$ cat src/sv/tnrn_pkg.sv
// ----------------------------------------------------------------------------
// Telnet receive negotiator package
// Shared byte codes, result kinds, reply segment codes and the reply plan type.
// ----------------------------------------------------------------------------
package tnrn_pkg;

  // Telnet command bytes.
  localparam logic [7:0] TN_IAC  = 8'd255;
  localparam logic [7:0] TN_DONT = 8'd254;
  localparam logic [7:0] TN_DO   = 8'd253;
  localparam logic [7:0] TN_WONT = 8'd252;
  localparam logic [7:0] TN_WILL = 8'd251;
  localparam logic [7:0] TN_SB   = 8'd250;
  localparam logic [7:0] TN_DM   = 8'd242;
  localparam logic [7:0] TN_SE   = 8'd240;
  localparam logic [7:0] TN_EOR  = 8'd239;

  // Option codes.
  localparam logic [7:0] OPT_BINARY = 8'd0;
  localparam logic [7:0] OPT_ECHO   = 8'd1;
  localparam logic [7:0] OPT_SGA    = 8'd3;
  localparam logic [7:0] OPT_TTYPE  = 8'd24;
  localparam logic [7:0] OPT_EOR    = 8'd25;

  // Terminal-type subnegotiation codes.
  localparam logic [7:0] TT_IS   = 8'd0;
  localparam logic [7:0] TT_SEND = 8'd1;
  localparam logic [7:0] NAME_PAD = 8'h2D;

  // Default length of the terminal name.
  localparam int unsigned TermNameLenDef = 10;

  // Stock terminal name prefix.
  localparam int unsigned NamePrefixLen = 9;
  localparam logic [7:0] NAME_PREFIX [NamePrefixLen] = '{
    8'h49, 8'h42, 8'h4D, 8'h2D, 8'h33, 8'h32, 8'h37, 8'h38, 8'h2D
  };

  // Configuration register indexes.
  localparam logic CFG_ALLOW_REFUSE = 1'b0;
  localparam logic CFG_MODEL_DIGIT  = 1'b1;

  // Result kinds.
  typedef enum logic [3:0] {
    K_DATA3270  = 4'd0,
    K_ANSI      = 4'd1,
    K_REC_END   = 4'd2,
    K_NET       = 4'd3,
    K_ENTER3270 = 4'd4,
    K_DISC      = 4'd5,
    K_EXC_ON    = 4'd6,
    K_LINEMODE  = 4'd7,
    K_EXC_OFF   = 4'd8
  } kind_e;

  // Reply segments, delivered in ascending bit order.
  localparam logic [5:0] SEG_HEAD  = 6'b000001; // one data or event result
  localparam logic [5:0] SEG_REPLY = 6'b000010; // IAC, verb, option
  localparam logic [5:0] SEG_TERM  = 6'b000100; // terminal-type answer
  localparam logic [5:0] SEG_MODE  = 6'b001000; // entered 3270 or disconnect
  localparam logic [5:0] SEG_LINE  = 6'b010000; // line mode changed
  localparam logic [5:0] SEG_EOR   = 6'b100000; // IAC DO EOR

  // Everything the emitter needs to play back the results of one item.
  typedef struct packed {
    logic [5:0] seg;
    kind_e      head_kind;
    logic [7:0] head_value;
    logic       head_discard;
    logic       head_lm;
    logic [7:0] reply_verb;
    logic [7:0] reply_opt;
    logic       mode_disc;
    logic       lm_pre;
    logic       lm_post;
  } plan_t;

  // Byte of the terminal name prefix, padded beyond its length.
  function automatic logic [7:0] name_char(logic [7:0] pos);
    logic [7:0] ch;
    ch = NAME_PAD;
    if (pos < 8'(NamePrefixLen)) begin
      ch = NAME_PREFIX[pos[3:0]];
    end
    return ch;
  endfunction

endpackage

$ cat src/sv/telnet_receive_negotiator.sv
// ----------------------------------------------------------------------------
// Telnet receive negotiator
// Word path: a word is registered in the input register, and its plan is then
// loaded into the result sequencer, which offers the first result.
// Throughput: one word per cycle while each word gives at most one result and
// the result channel is ready; a word with more results holds the result
// sequencer until its last result is taken, stalling the input meanwhile.
// Reset clears all protocol state at once; no clearing pass is needed.
// ----------------------------------------------------------------------------
module telnet_receive_negotiator #(
  parameter int unsigned TERM_NAME_LEN = tnrn_pkg::TermNameLenDef
) (
  input  logic       clk_i,
  input  logic       rst_ni,
  // Configuration write port.
  input  logic       cfg_we_i,
  input  logic       cfg_idx_i,
  input  logic [5:0] cfg_wdata_i,
  // Input channel.
  input  logic       in_valid_i,
  output logic       in_ready_o,
  input  logic       cmd_i,
  input  logic [7:0] rx_byte_i,
  // Result channel.
  output logic       out_valid_o,
  input  logic       out_ready_i,
  output logic [3:0] kind_o,
  output logic [7:0] value_o,
  output logic       discard_o,
  output logic       line_mode_o,
  output logic       last_o
);
  import tnrn_pkg::*;

  // Configuration registers. The first lets the host refuse an essential
  // option without tearing the session down; the second is the ASCII digit
  // that closes the terminal name.
  logic       allow_q;
  logic [5:0] digit_q;

  // Input register. A word sits here while the decoder looks at it, and moves
  // on as soon as the result sequencer can take its plan.
  logic       in_vld_q;
  logic       cmd_q;
  logic [7:0] rx_q;

  logic  take;
  logic  step;
  plan_t plan;

  always_ff @(posedge clk_i or negedge rst_ni) begin
    if (!rst_ni) begin
      allow_q <= 1'b0;
      digit_q <= 6'd52;
    end else if (cfg_we_i) begin
      case (cfg_idx_i)
        CFG_ALLOW_REFUSE: allow_q <= cfg_wdata_i[0];
        CFG_MODEL_DIGIT:  digit_q <= cfg_wdata_i;
        default:          allow_q <= allow_q;
      endcase
    end
  end

  // The input side is free when the register is empty or its word is being
  // handed to the sequencer in this cycle, so a new word can enter every
  // cycle while the sequencer has no more than one result to deliver and the result channel is ready.
  assign in_ready_o = !in_vld_q || take;
  assign step       = in_vld_q && take;

  always_ff @(posedge clk_i or negedge rst_ni) begin
    if (!rst_ni) begin
      in_vld_q <= 1'b0;
    end else if (in_ready_o) begin
      in_vld_q <= in_valid_i;
    end
  end

  always_ff @(posedge clk_i) begin
    if (in_valid_i && in_ready_o) begin
      cmd_q <= cmd_i;
      rx_q  <= rx_byte_i;
    end
  end

  // The decoder owns the parser and option state and commits its update in
  // the same cycle as the plan is loaded into the sequencer, so the next word
  // always sees the state left by this one.
  tnrn_decode u_decode (
    .clk_i     (clk_i),
    .rst_ni    (rst_ni),
    .step_i    (step),
    .cmd_i     (cmd_q),
    .rx_byte_i (rx_q),
    .allow_i   (allow_q),
    .plan_o    (plan)
  );

  // The sequencer walks through the plan's segments in a fixed order: the
  // single data or event result, the three-byte option reply, the terminal
  // name answer, the mode event, the line mode event and the closing DO EOR.
  tnrn_emit #(
    .TERM_NAME_LEN (TERM_NAME_LEN)
  ) u_emit (
    .clk_i         (clk_i),
    .rst_ni        (rst_ni),
    .load_i        (step),
    .plan_i        (plan),
    .model_digit_i (digit_q),
    .take_o        (take),
    .out_valid_o   (out_valid_o),
    .out_ready_i   (out_ready_i),
    .kind_o        (kind_o),
    .value_o       (value_o),
    .discard_o     (discard_o),
    .line_mode_o   (line_mode_o),
    .last_o        (last_o)
  );

  // A disconnect always reports line mode as it stands after the state wipe.
  assert property (@(posedge clk_i) disable iff (!rst_ni)
    (out_valid_o && (kind_o == K_DISC)) |-> line_mode_o)
    else $error("disconnect result without line mode set");

  // Only data and network bytes carry a value.
  assert property (@(posedge clk_i) disable iff (!rst_ni)
    (out_valid_o && (kind_o != K_DATA3270) && (kind_o != K_ANSI) && (kind_o != K_NET))
    |-> (value_o == 8'd0))
    else $error("event result carries a value");

  // Only ANSI data and record ends can be marked for dropping.
  assert property (@(posedge clk_i) disable iff (!rst_ni)
    (out_valid_o && discard_o) |-> ((kind_o == K_ANSI) || (kind_o == K_REC_END)))
    else $error("discard flag on a result kind that cannot be dropped");

  // A word waiting in the input register is neither lost nor overwritten.
  assert property (@(posedge clk_i) disable iff (!rst_ni)
    (in_vld_q && !take) |=> (in_vld_q && $stable(rx_q) && $stable(cmd_q)))
    else $error("held input word changed before it was decoded");

endmodule

$ cat src/sv/tnrn_decode.sv
// ----------------------------------------------------------------------------
// Telnet receive negotiator decoder
// Holds the protocol state and turns one item into a plan of results.
// ----------------------------------------------------------------------------
module tnrn_decode (
  input  logic            clk_i,
  input  logic            rst_ni,
  input  logic            step_i,
  input  logic            cmd_i,
  input  logic [7:0]      rx_byte_i,
  input  logic            allow_i,
  output tnrn_pkg::plan_t plan_o
);
  import tnrn_pkg::*;

  typedef enum logic [7:0] {
    PS_DATA   = 8'b00000001,
    PS_IAC    = 8'b00000010,
    PS_WILL   = 8'b00000100,
    PS_WONT   = 8'b00001000,
    PS_DO     = 8'b00010000,
    PS_DONT   = 8'b00100000,
    PS_SB     = 8'b01000000,
    PS_SB_IAC = 8'b10000000
  } pstate_e;

  pstate_e    ps_q, ps_d;
  logic [4:0] peer_q, peer_d;
  logic [3:0] local_q, local_d;
  logic [7:0] first_q, first_d, second_q, second_d;
  logic [1:0] count_q, count_d;
  logic       sync_q, sync_d, m3270_q, m3270_d, lm_q, lm_d;

  logic [4:0] pb;
  logic [3:0] lb;
  logic       ess, chk_mode, chk_line, want_eor, wipe, now_3270, lm_new;
  plan_t      plan;

  // Peer option bits: BINARY, ECHO, SGA, TTYPE, EOR.
  function automatic logic [4:0] peer_bit(logic [7:0] c);
    logic [4:0] b;
    case (c)
      OPT_BINARY: b = 5'b00001;
      OPT_ECHO:   b = 5'b00010;
      OPT_SGA:    b = 5'b00100;
      OPT_TTYPE:  b = 5'b01000;
      OPT_EOR:    b = 5'b10000;
      default:    b = 5'b00000;
    endcase
    return b;
  endfunction

  // Local option bits: BINARY, SGA, TTYPE, EOR.
  function automatic logic [3:0] local_bit(logic [7:0] c);
    logic [3:0] b;
    case (c)
      OPT_BINARY: b = 4'b0001;
      OPT_SGA:    b = 4'b0010;
      OPT_TTYPE:  b = 4'b0100;
      OPT_EOR:    b = 4'b1000;
      default:    b = 4'b0000;
    endcase
    return b;
  endfunction

  assign pb  = peer_bit(rx_byte_i);
  assign lb  = local_bit(rx_byte_i);
  assign ess = (rx_byte_i == OPT_BINARY) || (rx_byte_i == OPT_EOR) ||
               (rx_byte_i == OPT_TTYPE);

  always_comb begin
    ps_d     = ps_q;
    peer_d   = peer_q;
    local_d  = local_q;
    first_d  = first_q;
    second_d = second_q;
    count_d  = count_q;
    sync_d   = sync_q;
    m3270_d  = m3270_q;
    lm_d     = lm_q;
    plan         = '0;
    plan.head_kind = K_DATA3270;
    plan.head_lm = lm_q;
    plan.lm_pre  = lm_q;
    plan.lm_post = lm_q;
    chk_mode = 1'b0;
    chk_line = 1'b0;
    want_eor = 1'b0;
    wipe     = 1'b0;
    now_3270 = 1'b0;
    lm_new   = lm_q;

    if (cmd_i) begin
      if (!sync_q) begin
        sync_d         = 1'b1;
        plan.seg       = SEG_HEAD;
        plan.head_kind = K_EXC_OFF;
      end
    end else begin
      case (ps_q)
        PS_DATA: begin
          if (rx_byte_i == TN_IAC) begin
            ps_d = PS_IAC;
          end else begin
            plan.seg          = SEG_HEAD;
            plan.head_kind    = m3270_q ? K_DATA3270 : K_ANSI;
            plan.head_value   = rx_byte_i;
            plan.head_discard = !m3270_q && sync_q;
          end
        end
        PS_IAC: begin
          ps_d = PS_DATA;
          case (rx_byte_i)
            TN_IAC: begin
              plan.seg          = SEG_HEAD;
              plan.head_kind    = m3270_q ? K_DATA3270 : K_ANSI;
              plan.head_value   = rx_byte_i;
              plan.head_discard = !m3270_q && sync_q;
            end
            TN_EOR: begin
              plan.seg          = SEG_HEAD;
              plan.head_kind    = K_REC_END;
              plan.head_discard = sync_q || !m3270_q;
            end
            TN_WILL: ps_d = PS_WILL;
            TN_WONT: ps_d = PS_WONT;
            TN_DO:   ps_d = PS_DO;
            TN_DONT: ps_d = PS_DONT;
            TN_SB: begin
              ps_d    = PS_SB;
              count_d = 2'd0;
            end
            TN_DM: begin
              if (sync_q) begin
                sync_d         = 1'b0;
                plan.seg       = SEG_HEAD;
                plan.head_kind = K_EXC_ON;
              end
            end
            default: ps_d = PS_DATA;
          endcase
        end
        PS_WILL: begin
          ps_d     = PS_DATA;
          chk_line = 1'b1;
          plan.reply_opt = rx_byte_i;
          if (pb != 5'd0) begin
            chk_mode = 1'b1;
            if ((peer_q & pb) == 5'd0) begin
              peer_d          = peer_q | pb;
              plan.seg        = SEG_REPLY;
              plan.reply_verb = TN_DO;
            end
          end else begin
            plan.seg        = SEG_REPLY;
            plan.reply_verb = TN_DONT;
          end
        end
        PS_WONT: begin
          ps_d = PS_DATA;
          if (ess && !allow_i) begin
            wipe           = 1'b1;
            plan.seg       = SEG_HEAD;
            plan.head_kind = K_DISC;
            plan.head_lm   = 1'b1;
          end else begin
            peer_d   = peer_q & ~pb;
            chk_mode = 1'b1;
            chk_line = 1'b1;
          end
        end
        PS_DO: begin
          ps_d = PS_DATA;
          plan.reply_opt = rx_byte_i;
          if (lb != 4'd0) begin
            chk_mode = 1'b1;
            if ((local_q & lb) == 4'd0) begin
              local_d         = local_q | lb;
              plan.seg        = SEG_REPLY;
              plan.reply_verb = TN_WILL;
            end
          end else begin
            plan.seg        = SEG_REPLY;
            plan.reply_verb = TN_WONT;
          end
        end
        PS_DONT: begin
          ps_d = PS_DATA;
          if (ess && !allow_i) begin
            wipe           = 1'b1;
            plan.seg       = SEG_HEAD;
            plan.head_kind = K_DISC;
            plan.head_lm   = 1'b1;
          end else begin
            local_d = local_q & ~lb;
          end
        end
        PS_SB, PS_SB_IAC: begin
          if ((ps_q == PS_SB) && (rx_byte_i == TN_IAC)) begin
            ps_d = PS_SB_IAC;
          end else if ((ps_q == PS_SB_IAC) && (rx_byte_i == TN_SE)) begin
            ps_d = PS_DATA;
            if ((count_q == 2'd2) && (first_q == OPT_TTYPE) && (second_q == TT_SEND)) begin
              plan.seg = SEG_TERM;
              chk_mode = 1'b1;
              want_eor = 1'b1;
            end
          end else begin
            // A byte after IAC other than SE is kept as one stored byte.
            ps_d = PS_SB;
            if (count_q == 2'd0) begin
              first_d = rx_byte_i;
            end else if (count_q == 2'd1) begin
              second_d = rx_byte_i;
            end
            if (count_q != 2'd2) begin
              count_d = count_q + 2'd1;
            end
          end
        end
        default: ps_d = PS_DATA;
      endcase
    end

    // 3270 mode needs local BINARY, TTYPE, EOR and peer BINARY, EOR.
    now_3270 = local_d[0] && local_d[2] && local_d[3] && peer_d[0] && peer_d[4];
    if (chk_mode && (now_3270 != m3270_q)) begin
      plan.seg = plan.seg | SEG_MODE;
      if (now_3270) begin
        m3270_d = 1'b1;
      end else begin
        plan.mode_disc = 1'b1;
        wipe           = 1'b1;
      end
    end

    lm_new = !peer_d[1];
    if (chk_line && !wipe && (lm_new != lm_q)) begin
      lm_d         = lm_new;
      plan.seg     = plan.seg | SEG_LINE;
      plan.lm_post = lm_new;
    end

    if (want_eor && !wipe) begin
      plan.seg = plan.seg | SEG_EOR;
    end

    if (wipe) begin
      ps_d     = PS_DATA;
      peer_d   = '0;
      local_d  = '0;
      first_d  = '0;
      second_d = '0;
      count_d  = '0;
      sync_d   = 1'b0;
      m3270_d  = 1'b0;
      lm_d     = 1'b1;
    end
  end

  assign plan_o = plan;

  always_ff @(posedge clk_i or negedge rst_ni) begin
    if (!rst_ni) begin
      ps_q     <= PS_DATA;
      peer_q   <= '0;
      local_q  <= '0;
      first_q  <= '0;
      second_q <= '0;
      count_q  <= '0;
      sync_q   <= 1'b0;
      m3270_q  <= 1'b0;
      lm_q     <= 1'b1;
    end else if (step_i) begin
      ps_q     <= ps_d;
      peer_q   <= peer_d;
      local_q  <= local_d;
      first_q  <= first_d;
      second_q <= second_d;
      count_q  <= count_d;
      sync_q   <= sync_d;
      m3270_q  <= m3270_d;
      lm_q     <= lm_d;
    end
  end

endmodule

$ cat src/sv/tnrn_emit.sv
// ----------------------------------------------------------------------------
// Telnet receive negotiator emitter
// Holds one reply plan and plays its results out one word per cycle while the result channel is ready.
// ----------------------------------------------------------------------------
module tnrn_emit #(
  parameter int unsigned TERM_NAME_LEN = tnrn_pkg::TermNameLenDef
) (
  input  logic            clk_i,
  input  logic            rst_ni,
  input  logic            load_i,
  input  tnrn_pkg::plan_t plan_i,
  input  logic [5:0]      model_digit_i,
  output logic            take_o,
  output logic            out_valid_o,
  input  logic            out_ready_i,
  output logic [3:0]      kind_o,
  output logic [7:0]      value_o,
  output logic            discard_o,
  output logic            line_mode_o,
  output logic            last_o
);
  import tnrn_pkg::*;

  localparam int unsigned TermLast = TERM_NAME_LEN + 5;
  localparam int unsigned DigitPos = TERM_NAME_LEN + 3;
  localparam int unsigned CntW     = $clog2(TERM_NAME_LEN + 6);

  logic [5:0]      rem_q, rem_d, low;
  logic [CntW-1:0] cnt_q, cnt_d, seg_last;
  plan_t           p_q;
  kind_e           kind;
  logic [7:0]      value, term_byte, name_pos;
  logic            discard, lm, last_in_seg, last;

  assign low      = rem_q & (~rem_q + 6'd1);
  assign name_pos = 8'(cnt_q) - 8'd4;

  always_comb begin
    if (cnt_q == CntW'(0)) begin
      term_byte = TN_IAC;
    end else if (cnt_q == CntW'(1)) begin
      term_byte = TN_SB;
    end else if (cnt_q == CntW'(2)) begin
      term_byte = OPT_TTYPE;
    end else if (cnt_q == CntW'(3)) begin
      term_byte = TT_IS;
    end else if (cnt_q == CntW'(DigitPos)) begin
      term_byte = {2'b00, model_digit_i};
    end else if (cnt_q < CntW'(DigitPos)) begin
      term_byte = name_char(name_pos);
    end else if (cnt_q == CntW'(DigitPos + 1)) begin
      term_byte = TN_IAC;
    end else begin
      term_byte = TN_SE;
    end
  end

  always_comb begin
    kind     = K_NET;
    value    = 8'd0;
    discard  = 1'b0;
    lm       = p_q.lm_pre;
    seg_last = CntW'(0);
    case (low)
      SEG_HEAD: begin
        kind    = p_q.head_kind;
        value   = p_q.head_value;
        discard = p_q.head_discard;
        lm      = p_q.head_lm;
      end
      SEG_REPLY: begin
        seg_last = CntW'(2);
        if (cnt_q == CntW'(0)) begin
          value = TN_IAC;
        end else if (cnt_q == CntW'(1)) begin
          value = p_q.reply_verb;
        end else begin
          value = p_q.reply_opt;
        end
      end
      SEG_TERM: begin
        seg_last = CntW'(TermLast);
        value    = term_byte;
      end
      SEG_MODE: begin
        kind = p_q.mode_disc ? K_DISC : K_ENTER3270;
        lm   = p_q.mode_disc ? 1'b1 : p_q.lm_pre;
      end
      SEG_LINE: begin
        kind = K_LINEMODE;
        lm   = p_q.lm_post;
      end
      SEG_EOR: begin
        seg_last = CntW'(2);
        if (cnt_q == CntW'(0)) begin
          value = TN_IAC;
        end else if (cnt_q == CntW'(1)) begin
          value = TN_DO;
        end else begin
          value = OPT_EOR;
        end
      end
      default: kind = K_NET;
    endcase
  end

  assign last_in_seg = (cnt_q == seg_last);
  assign last        = last_in_seg && ((rem_q & ~low) == 6'd0);
  assign out_valid_o = (rem_q != 6'd0);
  assign take_o      = !out_valid_o || (out_ready_i && last);

  assign kind_o      = kind;
  assign value_o     = value;
  assign discard_o   = discard;
  assign line_mode_o = lm;
  assign last_o      = last;

  always_comb begin
    rem_d = rem_q;
    cnt_d = cnt_q;
    if (load_i) begin
      rem_d = plan_i.seg;
      cnt_d = '0;
    end else if (out_valid_o && out_ready_i) begin
      if (last_in_seg) begin
        rem_d = rem_q & ~low;
        cnt_d = '0;
      end else begin
        cnt_d = cnt_q + CntW'(1);
      end
    end
  end

  always_ff @(posedge clk_i or negedge rst_ni) begin
    if (!rst_ni) begin
      rem_q <= '0;
      cnt_q <= '0;
    end else begin
      rem_q <= rem_d;
      cnt_q <= cnt_d;
    end
  end

  always_ff @(posedge clk_i) begin
    if (load_i) begin
      p_q <= plan_i;
    end
  end

endmodule
$ cat config.mk
export PLATFORM = sky130hd
export DESIGN_NAME = telnet_receive_negotiator
export DESIGN_NICKNAME = d
export VERILOG_FILES = /design/src/sv/tnrn_pkg.sv /design/src/sv/telnet_receive_negotiator.sv /design/src/sv/tnrn_decode.sv /design/src/sv/tnrn_emit.sv
export SDC_FILE = /design/constraint.sdc
export NUM_CORES = 1
export LEC_CHECK = 0
export ABC_AREA = 1
export ABC_CLOCK_PERIOD_IN_PS = 5500
export BUFFER_PORTS_ARGS = -buffer_cell sky130_fd_sc_hd__buf_2
export CAP_MARGIN = 20
export CORE_UTILIZATION = 60
export DETAILED_ROUTE_END_ITERATION = 10
export PLACE_DENSITY = 0.87
export SLEW_MARGIN = 10
export SYNTH_ARGS = -nofsm -noshare
export SYNTH_HDL_FRONTEND = slang
export SYNTH_SLANG_ARGS = --single-unit
$ cat constraint.sdc
create_clock -name clk_i -period 5.5 [get_ports clk_i]
set_input_delay 0.275 -clock clk_i [delete_from_list [all_inputs] [get_ports clk_i]]
set_output_delay 0.275 -clock clk_i [all_outputs]
set_load 0.02 [all_outputs]
==> results.md, run 1 <==
- WP buf/inv: 1
- IO Pins: 38
- Worst vdd ir: about 0.24 mV
- Vias in the first global route: 5,398
- Clock tree buffer depth: 2
- Setup violations, final: 0
- Resized cells post-CTS: 0
- Post-synth cell types: 52
- Root Buffer: clkbuf_8
- Total congestion overflow: 0
- Stages on worst setup path: 14
- Top Family by Delay on Critical Path: simple AND/OR/NAND/NOR gates
- Ys Warns: 0
- Post-Route WL: roughly 15,000 um
- Clock transition at path regs: around 0.11 ns
- Clock Latency Late Sink: between 0.3 and 0.4 ns
- CP max FO: 30
- Antenna-violating nets left: 0
- Crit path required time: just under 6 ns
- Period utilization: between 60% and 70%
- Capture point of the worst path: u_decode.ps_q[6]
- Global Route Usage Sum: between 30% and 40%
- Slew @ Worst Pin: around 0.9 ns
- Share of cells above drive strength 1: between 10 and 15%
- Synth Area per Inst: 7.610 um2
- Critical Path AT: between 3 and 4 ns
- Flop2flop setup slack: a little over 2 ns
- Setup Fix Bufs, Post-CTS: 0
- Max incr delay on CP: 0.75 ns
- Prevailing post-synth register cell: dfrtp_1
- Crit path launch type: flop
- Die area: a little over 0.01 mm2
- Hold Slack: about 0.023 ns
- Post-synthesis sequential area ratio: 43.50%
- Reg2Reg Launch Point: u_emit.rem_q[0]
- Port bufs: 37
- RSZ-0062 raised after global routing: no
- Post-synth top cells: 177 x nand2_1, 97 x nor2_1, 91 x inv_1
- Number of buffers created by CTS: 9
- Cells after Synth: 770
- Pre-CTS WS: 2.216 ns
- Leakage: just under 3 nW
- DR pass1 iterations: 5
- Setup crit start: u_emit.rem_q[0]
- Post-synth EDFFs: 38
- N_diodes: 0
- Row cnt: 35
- Die Height: between 100 and 150 um
- Status: complete, no violations
- Most frequent cell after synthesis: nand2_1
- 1st-iter DRT viols: about 460
- Crit-path slowest cell: dfrtp_1
- Period minus WS final: approximately 3.5 ns
- Pins over their slew limit: 0
- Synth area leader: dfrtp_1
- Synthesized Nets: ~800
- Total Power: 0.002471 W
- Post-route worst setup slack: a little over 2 ns
- DRC: 0
- Critical setup path kind: flop to flop
- CP cell instances: nor2_4 > nand2_1 > nor2_2 > nand2_1 > nand3_1 > nand2_1 > and3_2 > nand3_2 > a21oi_4 > buf_4 > nand2_1 > nor2_2 > o21ai_0 > o21ai_0
- Synthesis-stage register bit count: 94
- Final nets: about 840
- Min-delay worst type: primary input to async pin
- MaxCap Viol Count: 0
- Hpwl dp: 11,370 um
- GP Congestion: roughly 1
- Critical Path Most Common Cell: nand2_1
- H-tree levels: 3
- Cell area after synthesis: roughly 0.0059 mm2
- Worst r2r path cells: 14
- Clock sinks: 94
- Placeable core region: ~0.0094 mm2
- Synth-to-layout area growth: 8.499%
- CTS tree: built
- Rel. slew slack: roughly two fifths
- Fill count: roughly 800
- Die W: just over 100 um
- Per-cell routed wire length: roughly 16 um
- Reg-to-reg endpoint: u_decode.ps_q[6]
- Global-route wire length before repair: between 20,000 and 30,000 um
- Clock skew: 0.01716 ns
- Vias per cell: about 6
- Crit. End Element: flop
- Ys async rst share: slightly below 60%
- P per Cell Area: roughly 390 mW/mm2
- Main area contributors after synthesis: dfrtp_1 22%, edfxtp_1 19%, nand2_1 11%
- Initial core utilization: a little over three fifths
- Initial antenna violation count: 0
- Via count: between 5k and 6k
- CTS Hold Buffers Added: 0
- Largest net degree at the start of global routing: 57
- Hold Vio Cnt, Final: 0
- FMAX: 289.6 MHz
- Final TNS setup: 0 ns
- Synth top area share: a little over a fifth
==> placed cells by master, fill, tap and decap left out, types with 3 or more instances in the layout <==
cell type / netlist / routed
nand3_1: 58 / 58
clkbuf_8: 0 / 9
mux2_2: 5 / 5
nor2_2: 14 / 14
inv_6: 0 / 3
o211ai_1: 5 / 5
nand4_1: 17 / 17
nand2_1: 177 / 177
nor2_1: 97 / 97
edfxtp_1: 38 / 38
o31ai_1: 7 / 7
inv_2: 13 / 13
nand2_2: 10 / 10
inv_1: 91 / 91
nor4_1: 6 / 6
ha_1: 12 / 12
dfstp_2: 5 / 5
o21ai_1: 8 / 8
nor3_1: 15 / 15
dfrtp_1: 51 / 51
buf_2: 4 / 37
nand2_4: 3 / 3
a31oi_1: 7 / 7
o22ai_1: 3 / 3
a21oi_1: 27 / 27
o21ai_0: 51 / 51
nor2_4: 8 / 8
==> report_power, final <==
| part | switching [W] | internal, W | leakage (nW) | total (W) |
|---|---|---|---|---|
| clock | 0.000291 | 0.000180 | 0.0983 | 0.000471 |
| combinational | 0.000709 | 0.000314 | 1.75 | 0.00102 |
| sequential | 0.000121 | 0.000856 | 1.05 | 0.000977 |
| total | 0.00112 | 0.00135 | 2.90 | 0.00247 |
==> worst register-to-register path: stages, from the launching register on <==
cell     delay (ns)
dfrtp_1        0.75
nor2_4         0.11
nand2_1        0.13
nor2_2         0.05
nand2_1        0.12
nand3_1        0.11
nand2_1        0.06
and3_2         0.23
nand3_2        0.12
a21oi_4        0.41
buf_4          0.43
nand2_1        0.14
nor2_2         0.44
o21ai_0        0.18
o21ai_0        0.11
==> final cells by class <==
cell class	count	area, um2	share of cell area, %
clock buffer	9	123.9	1.948
clock inverter	7	77.57	1.220
inverter	107	404.1	6.357
multi-input combinational	557	2841	44.70
sequential	94	2549	40.09
tap	129	161.4	2.539
timing repair buffer	39	200.2	3.149
==> kinds of logic after synthesis <==
logic type | Yosys count | synth area share (%)
compound gates | 122 | 11.94
fa+ha+maj | 12 | 2.562
flops | 94 | 43.50
mux | 7 | 1.303
simple gates | 415 | 32.42
buf+inv | 119 | 8.136
xor+xnor | 1 | 0.1495
==> sequential cells by signal, summed over array words and instances (netlist names), 2 cells and up <==
signal / flops
u_emit.cnt_q: 4
u_decode.count_q: 2
u_decode.local_q: 4
digit_q: 6
u_decode.first_q: 8
rx_q: 8
u_emit.rem_q: 6
u_decode.ps_q: 8
u_emit.p_q: 29
u_decode.peer_q: 5
u_decode.second_q: 8
==> metal layers <==
metal | vias to the layer above | wire (um) | global-route usage [%]
met3 | 68 | 1155 | 5.687
met4 | 0 | 590 | 16.28
met1 | 2610 | 6189 | 39.00
met5 | - | 0 | 0
met2 | 306 | 7462 | 56.27
li1 | 2632 | - | -
==> stage by stage <==
step / utilization, % / instances / cell area, um2
4_1_cts: 67.84 / 942 / 6357
5_1_grt: 67.84 / 942 / 6357
6_report: 67.84 / 942 / 6357
3_3_place_gp: 65.69 / 926 / 6156
3_5_place_dp: 65.69 / 926 / 6156
2_1_floorplan: - / 770 / 5859
==> worst min path at each step <==
stage / cells past startpoint / end / slack (ns) / from
6_report: 2 / u_decode.first_q[3] / 0.02 / rst_ni
5_1_grt: 1 / rx_q[1] / 0.05 / rx_byte_i[1]
4_1_cts: 1 / rx_q[0] / 0.06 / rx_byte_i[0]
3_5_place_dp: 1 / rx_q[0] / 0.45 / rx_byte_i[0]
3_3_place_gp: 1 / rx_q[0] / 0.45 / rx_byte_i[0]
2_1_floorplan: 0 / allow_q / -0.02 / rst_ni
Power figures use the tool's default switching activity.
==> run 2: changes to the inputs <==
--- a/config.mk
+++ b/config.mk
@@ -5,8 +5,8 @@
 export SDC_FILE = /design/constraint.sdc
 export NUM_CORES = 1
 export LEC_CHECK = 0
-export ABC_AREA = 1
-export ABC_CLOCK_PERIOD_IN_PS = 5500
+export ABC_AREA = 0
+export ABC_CLOCK_PERIOD_IN_PS = 3300
 export BUFFER_PORTS_ARGS = -buffer_cell sky130_fd_sc_hd__buf_2
 export CAP_MARGIN = 20
 export CORE_UTILIZATION = 60
==> constraint.sdc (replaced) <==
create_clock -name clk_i -period 3.3 [get_ports clk_i]
set_input_delay 0.165 -clock clk_i [delete_from_list [all_inputs] [get_ports clk_i]]
set_output_delay 0.165 -clock clk_i [all_outputs]
set_load 0.02 [all_outputs]
==> run 2 against run 1 <==
Area after synthesis rose by 0.34%. Sequential cell count did not move. Total power rose by 30%. Setup slack got worse by 1.9 ns. Critical endpoint is now u_decode.sync_q. Largest power group is now registers. Largest cell class unchanged. Core utilization rose by 3.6 points.
==> results.md, run 2 <==
- Largest family of logic cells by synthesized area: compound AO/OA/AOI/OAI gates (was simple AND/OR/NAND/NOR gates)
- CP max FO: 9 (was 30)
- Largest net degree at the start of global routing: 41 (was 57)
- Critical setup path kind: flop to flop (unchanged)
- Die area: 0.01020 mm2 (was 0.01016 mm2)
- Setup violations, final: 0 (unchanged)
- MaxCap Viol Count: 0 (unchanged)
- Post-synthesis sequential area ratio: 43.35% (was 43.50%)
- Ys async rst share: 59.57% (unchanged)
- N_diodes: 0 (unchanged)
- Placeable core region: 0.009371 mm2 (unchanged)
- Status: complete, no violations (unchanged)
- DRC: 0 (unchanged)
- Via count: 5,355 (was 5,616)
- Hpwl dp: 12,150 um (was 11,370 um)
- Vias in the first global route: 4,925 (was 5,398)
- Crit path required time: 3.57 ns (was 5.80 ns)
- Synthesis-stage register bit count: 94 (unchanged)
- Min-delay worst type: primary input to flop (was primary input to async pin)
- Most frequent cell after synthesis: nand2_1 (unchanged)
- Worst vdd ir: 0.3090 mV (was 0.2434 mV)
- Total Power: 0.003221 W (was 0.002471 W)
- IO Pins: 38 (unchanged)
- Reg2Reg Launch Point: rx_q[7] (was u_emit.rem_q[0])
- Synth area leader: dfrtp_1 (unchanged)
- Final nets: 726 (was 841)
- Ys Warns: 0 (unchanged)
- Hold Vio Cnt, Final: 0 (unchanged)
- Initial core utilization: 62.74% (was 62.52%)
- Clock sinks: 94 (unchanged)
- Global Route Usage Sum: 33.66% (was 32.47%)
- DR pass1 iterations: 5 (unchanged)
- Synth top area share: 21.71% (was 21.78%)
- Port bufs: 37 (unchanged)
- Cell area after synthesis: 0.005879 mm2 (was 0.005859 mm2)
- Synth Area in Simple Gates: 22.77% (was 32.42%)
- H-tree levels: 3 (unchanged)
- FMAX: 317.5 MHz (was 289.6 MHz)
- WHS Endpoint: digit_q[1]
- RSZ-0062 raised after global routing: no (unchanged)
- Initial antenna violation count: 0 (unchanged)
- Hold depth: 2
- Number of buffers created by CTS: 9 (unchanged)
- Worst r2r path cells: 7 (was 14)
- Post-synth EDFFs: 38 (unchanged)
- Flop2flop setup slack: 0.15 ns (was 2.05 ns)
- Crit. End Element: flop (unchanged)
- Leakage: 2.767 nW (was 2.899 nW)
- Rel. slew slack: 53.80% (was 39.52%)
- Synth Area per Inst: 9.201 um2 (was 7.610 um2)
- Antenna-violating nets left: 0 (unchanged)
- Xor and xnor area share after synthesis: 1.043% (was 0.1495%)
- Fill count: 751 (was 803)
- Fraction of synthesized area in multiplexers: 2.554% (was 1.303%)
- Root Buffer: clkbuf_8 (unchanged)
- GP Congestion: 1.009 (was 0.9985)
- Period minus WS final: 3.150 ns (was 3.454 ns)
- Most frequent cells in the layout: 78 x nand2_1, 50 x dfrtp_1, 49 x o21ai_0 (was 177 x nand2_1, 97 x nor2_1, 91 x inv_1)
- Critical Path AT: 3.42 ns (was 3.76 ns)
- Clock tree buffer depth: 2 (unchanged)
- Post-synth cell types: 79 (was 52)
- Die Height: 101.0 um (was 100.8 um)
- Main area contributors after synthesis: dfrtp_1 22%, edfxtp_1 19%, nand2_1 5.0% (was dfrtp_1 22%, edfxtp_1 19%, nand2_1 11%)
- Total congestion overflow: 0 (unchanged)
- Period utilization: 95.45% (was 62.79%)
- Synth-to-layout area growth: 13.83% (was 8.499%)
- Biggest register: u_emit.p_q (unchanged)
- Cells after Synth: 639 (was 770)
- Clock skew: 0.01532 ns (was 0.01716 ns)
- Vias per cell: 6.475 (was 5.962)
- P per Cell Area: 481.2 mW/mm2 (was 388.7 mW/mm2)
- CTS tree: built (unchanged)
- Clock Latency Late Sink: 0.37 ns (was 0.38 ns)
- Synthesized Nets: 672 (was 803)
- Most common cell after layout, fill and taps aside: nand2_1 (unchanged)
- Reg-to-reg endpoint: u_decode.sync_q (was u_decode.ps_q[6])
- Post-Synth Adder-Cell Area: 2.724% (was 2.562%)
- Synth Area in Compound Gates: 23.09% (was 11.94%)
- Slew @ Worst Pin: 0.6915 ns (was 0.8997 ns)
- Post-Route WL: 16,270 um (was 15,400 um)
- Prevailing post-synth register cell: dfrtp_1 (unchanged)
- Crit path launch type: flop (unchanged)
- Min-delay src: cfg_wdata_i[1]
- Row cnt: 35 (unchanged)
- Share of cells above drive strength 1: 18.34% (was 14.76%)
- Pins over their slew limit: 0 (unchanged)
- Max reg flops: 29 (unchanged)
- Clock transition at path regs: 0.11 ns (about the same)
- Per-cell routed wire length: 19.67 um (was 16.35 um)
- Die W: 101.0 um (was 100.8 um)
- Global-route wire length before repair: 25,590 um (was 25,300 um)
- Setup Fix Bufs, Post-CTS: 0 (unchanged)
- 1st-iter DRT viols: 492 (was 457)
- Post-synth top cells: 78 x nand2_1, 51 x dfrtp_1, 49 x o21ai_0 (was 177 x nand2_1, 97 x nor2_1, 91 x inv_1)
- Final TNS setup: 0 ns (unchanged)
run 2: cell types whose count changed after synthesis, sizes merged, moves of 10 or more:
cell,before,now
nor2,119,40
clkbuf,4,35
and2,1,13
nand3,60,20
or3,0,10
nand2,190,78
a22o,1,23
inv,105,24
run 2: final cells by class:
type / count / area (um2) / share of cell area (%)
clock buffer: 9 / 123.9 / 1.851
clock inverter: 7 / 75.07 / 1.122
inverter: 24 / 90.09 / 1.346
multi-input combinational: 478 / 3087 / 46.12
sequential: 94 / 2550 / 38.10
tap: 129 / 161.4 / 2.412
timing repair buffer: 86 / 605.6 / 9.048
run 2: worst max path at each step:
stage,startpoint,endpoint
6_report,rx_q[7],u_decode.sync_q
5_1_grt,u_emit.cnt_q[1],value_o[1]
4_1_cts,rx_q[5],u_decode.sync_q
3_5_place_dp,rx_q[5],u_decode.sync_q
3_3_place_gp,rx_q[7],u_decode.sync_q
2_1_floorplan,rx_q[5],u_decode.count_q[0]
run 2: kinds of logic after synthesis:
| kind of cell | count (synthesis) |
|---|---|
| DFF | 94 |
| adders and majority gates | 13 |
| xor gates and xnor gates | 7 |
| muxes | 14 |
| AOI/OAI and AO/OA | 188 |
| and+or+nand+nor | 256 |
| buffers and inverters | 67 |
run 2: repair_timing:
item                                    CTS  global route
hold buffers                             11             0
endpoints found under the setup margin    0             4
gates resized for setup                   0             4
endpoints found under the hold margin    29             0
run 2: power breakdown:
group          internal [W]  switching (W)
clock network      0.000299       0.000474
logic              0.000339       0.000557
registers           0.00142       0.000133
run 2: routing by layer:
layer / track usage [%] / vias to the layer above / routed length, um
li1: - / 2494 / -
met5: 0 / - / 0
met2: 54.53 / 252 / 7633
met4: 10.14 / 0 / 331
met1: 47.08 / 2586 / 7292
met3: 4.924 / 23 / 1011
run 2: stage by stage:
stage,utilization (%),cells,hold slack (ns),setup WS (ns),cell area (um2)
3_3_place_gp,67.69,799,0.3424,0.2681,6344
5_1_grt,71.42,827,0.008170,0.01347,6693
2_1_floorplan,-,639,-0.1306,0.3376,5881
4_1_cts,70.99,826,0.01178,0.1655,6653
3_5_place_dp,67.69,799,0.3435,0.1986,6344
6_report,71.42,827,0.01928,0.1500,6693
run 2: worst max-delay path, stage by stage (launching register included):
cell and delay [ns]:
edfxtp_1 0.51, or4_1 0.61, a2111oi_4 0.50, nor2_2 0.09, o41a_1 0.48, o311a_4 0.20, or2_1 0.41, o31ai_4 0.26
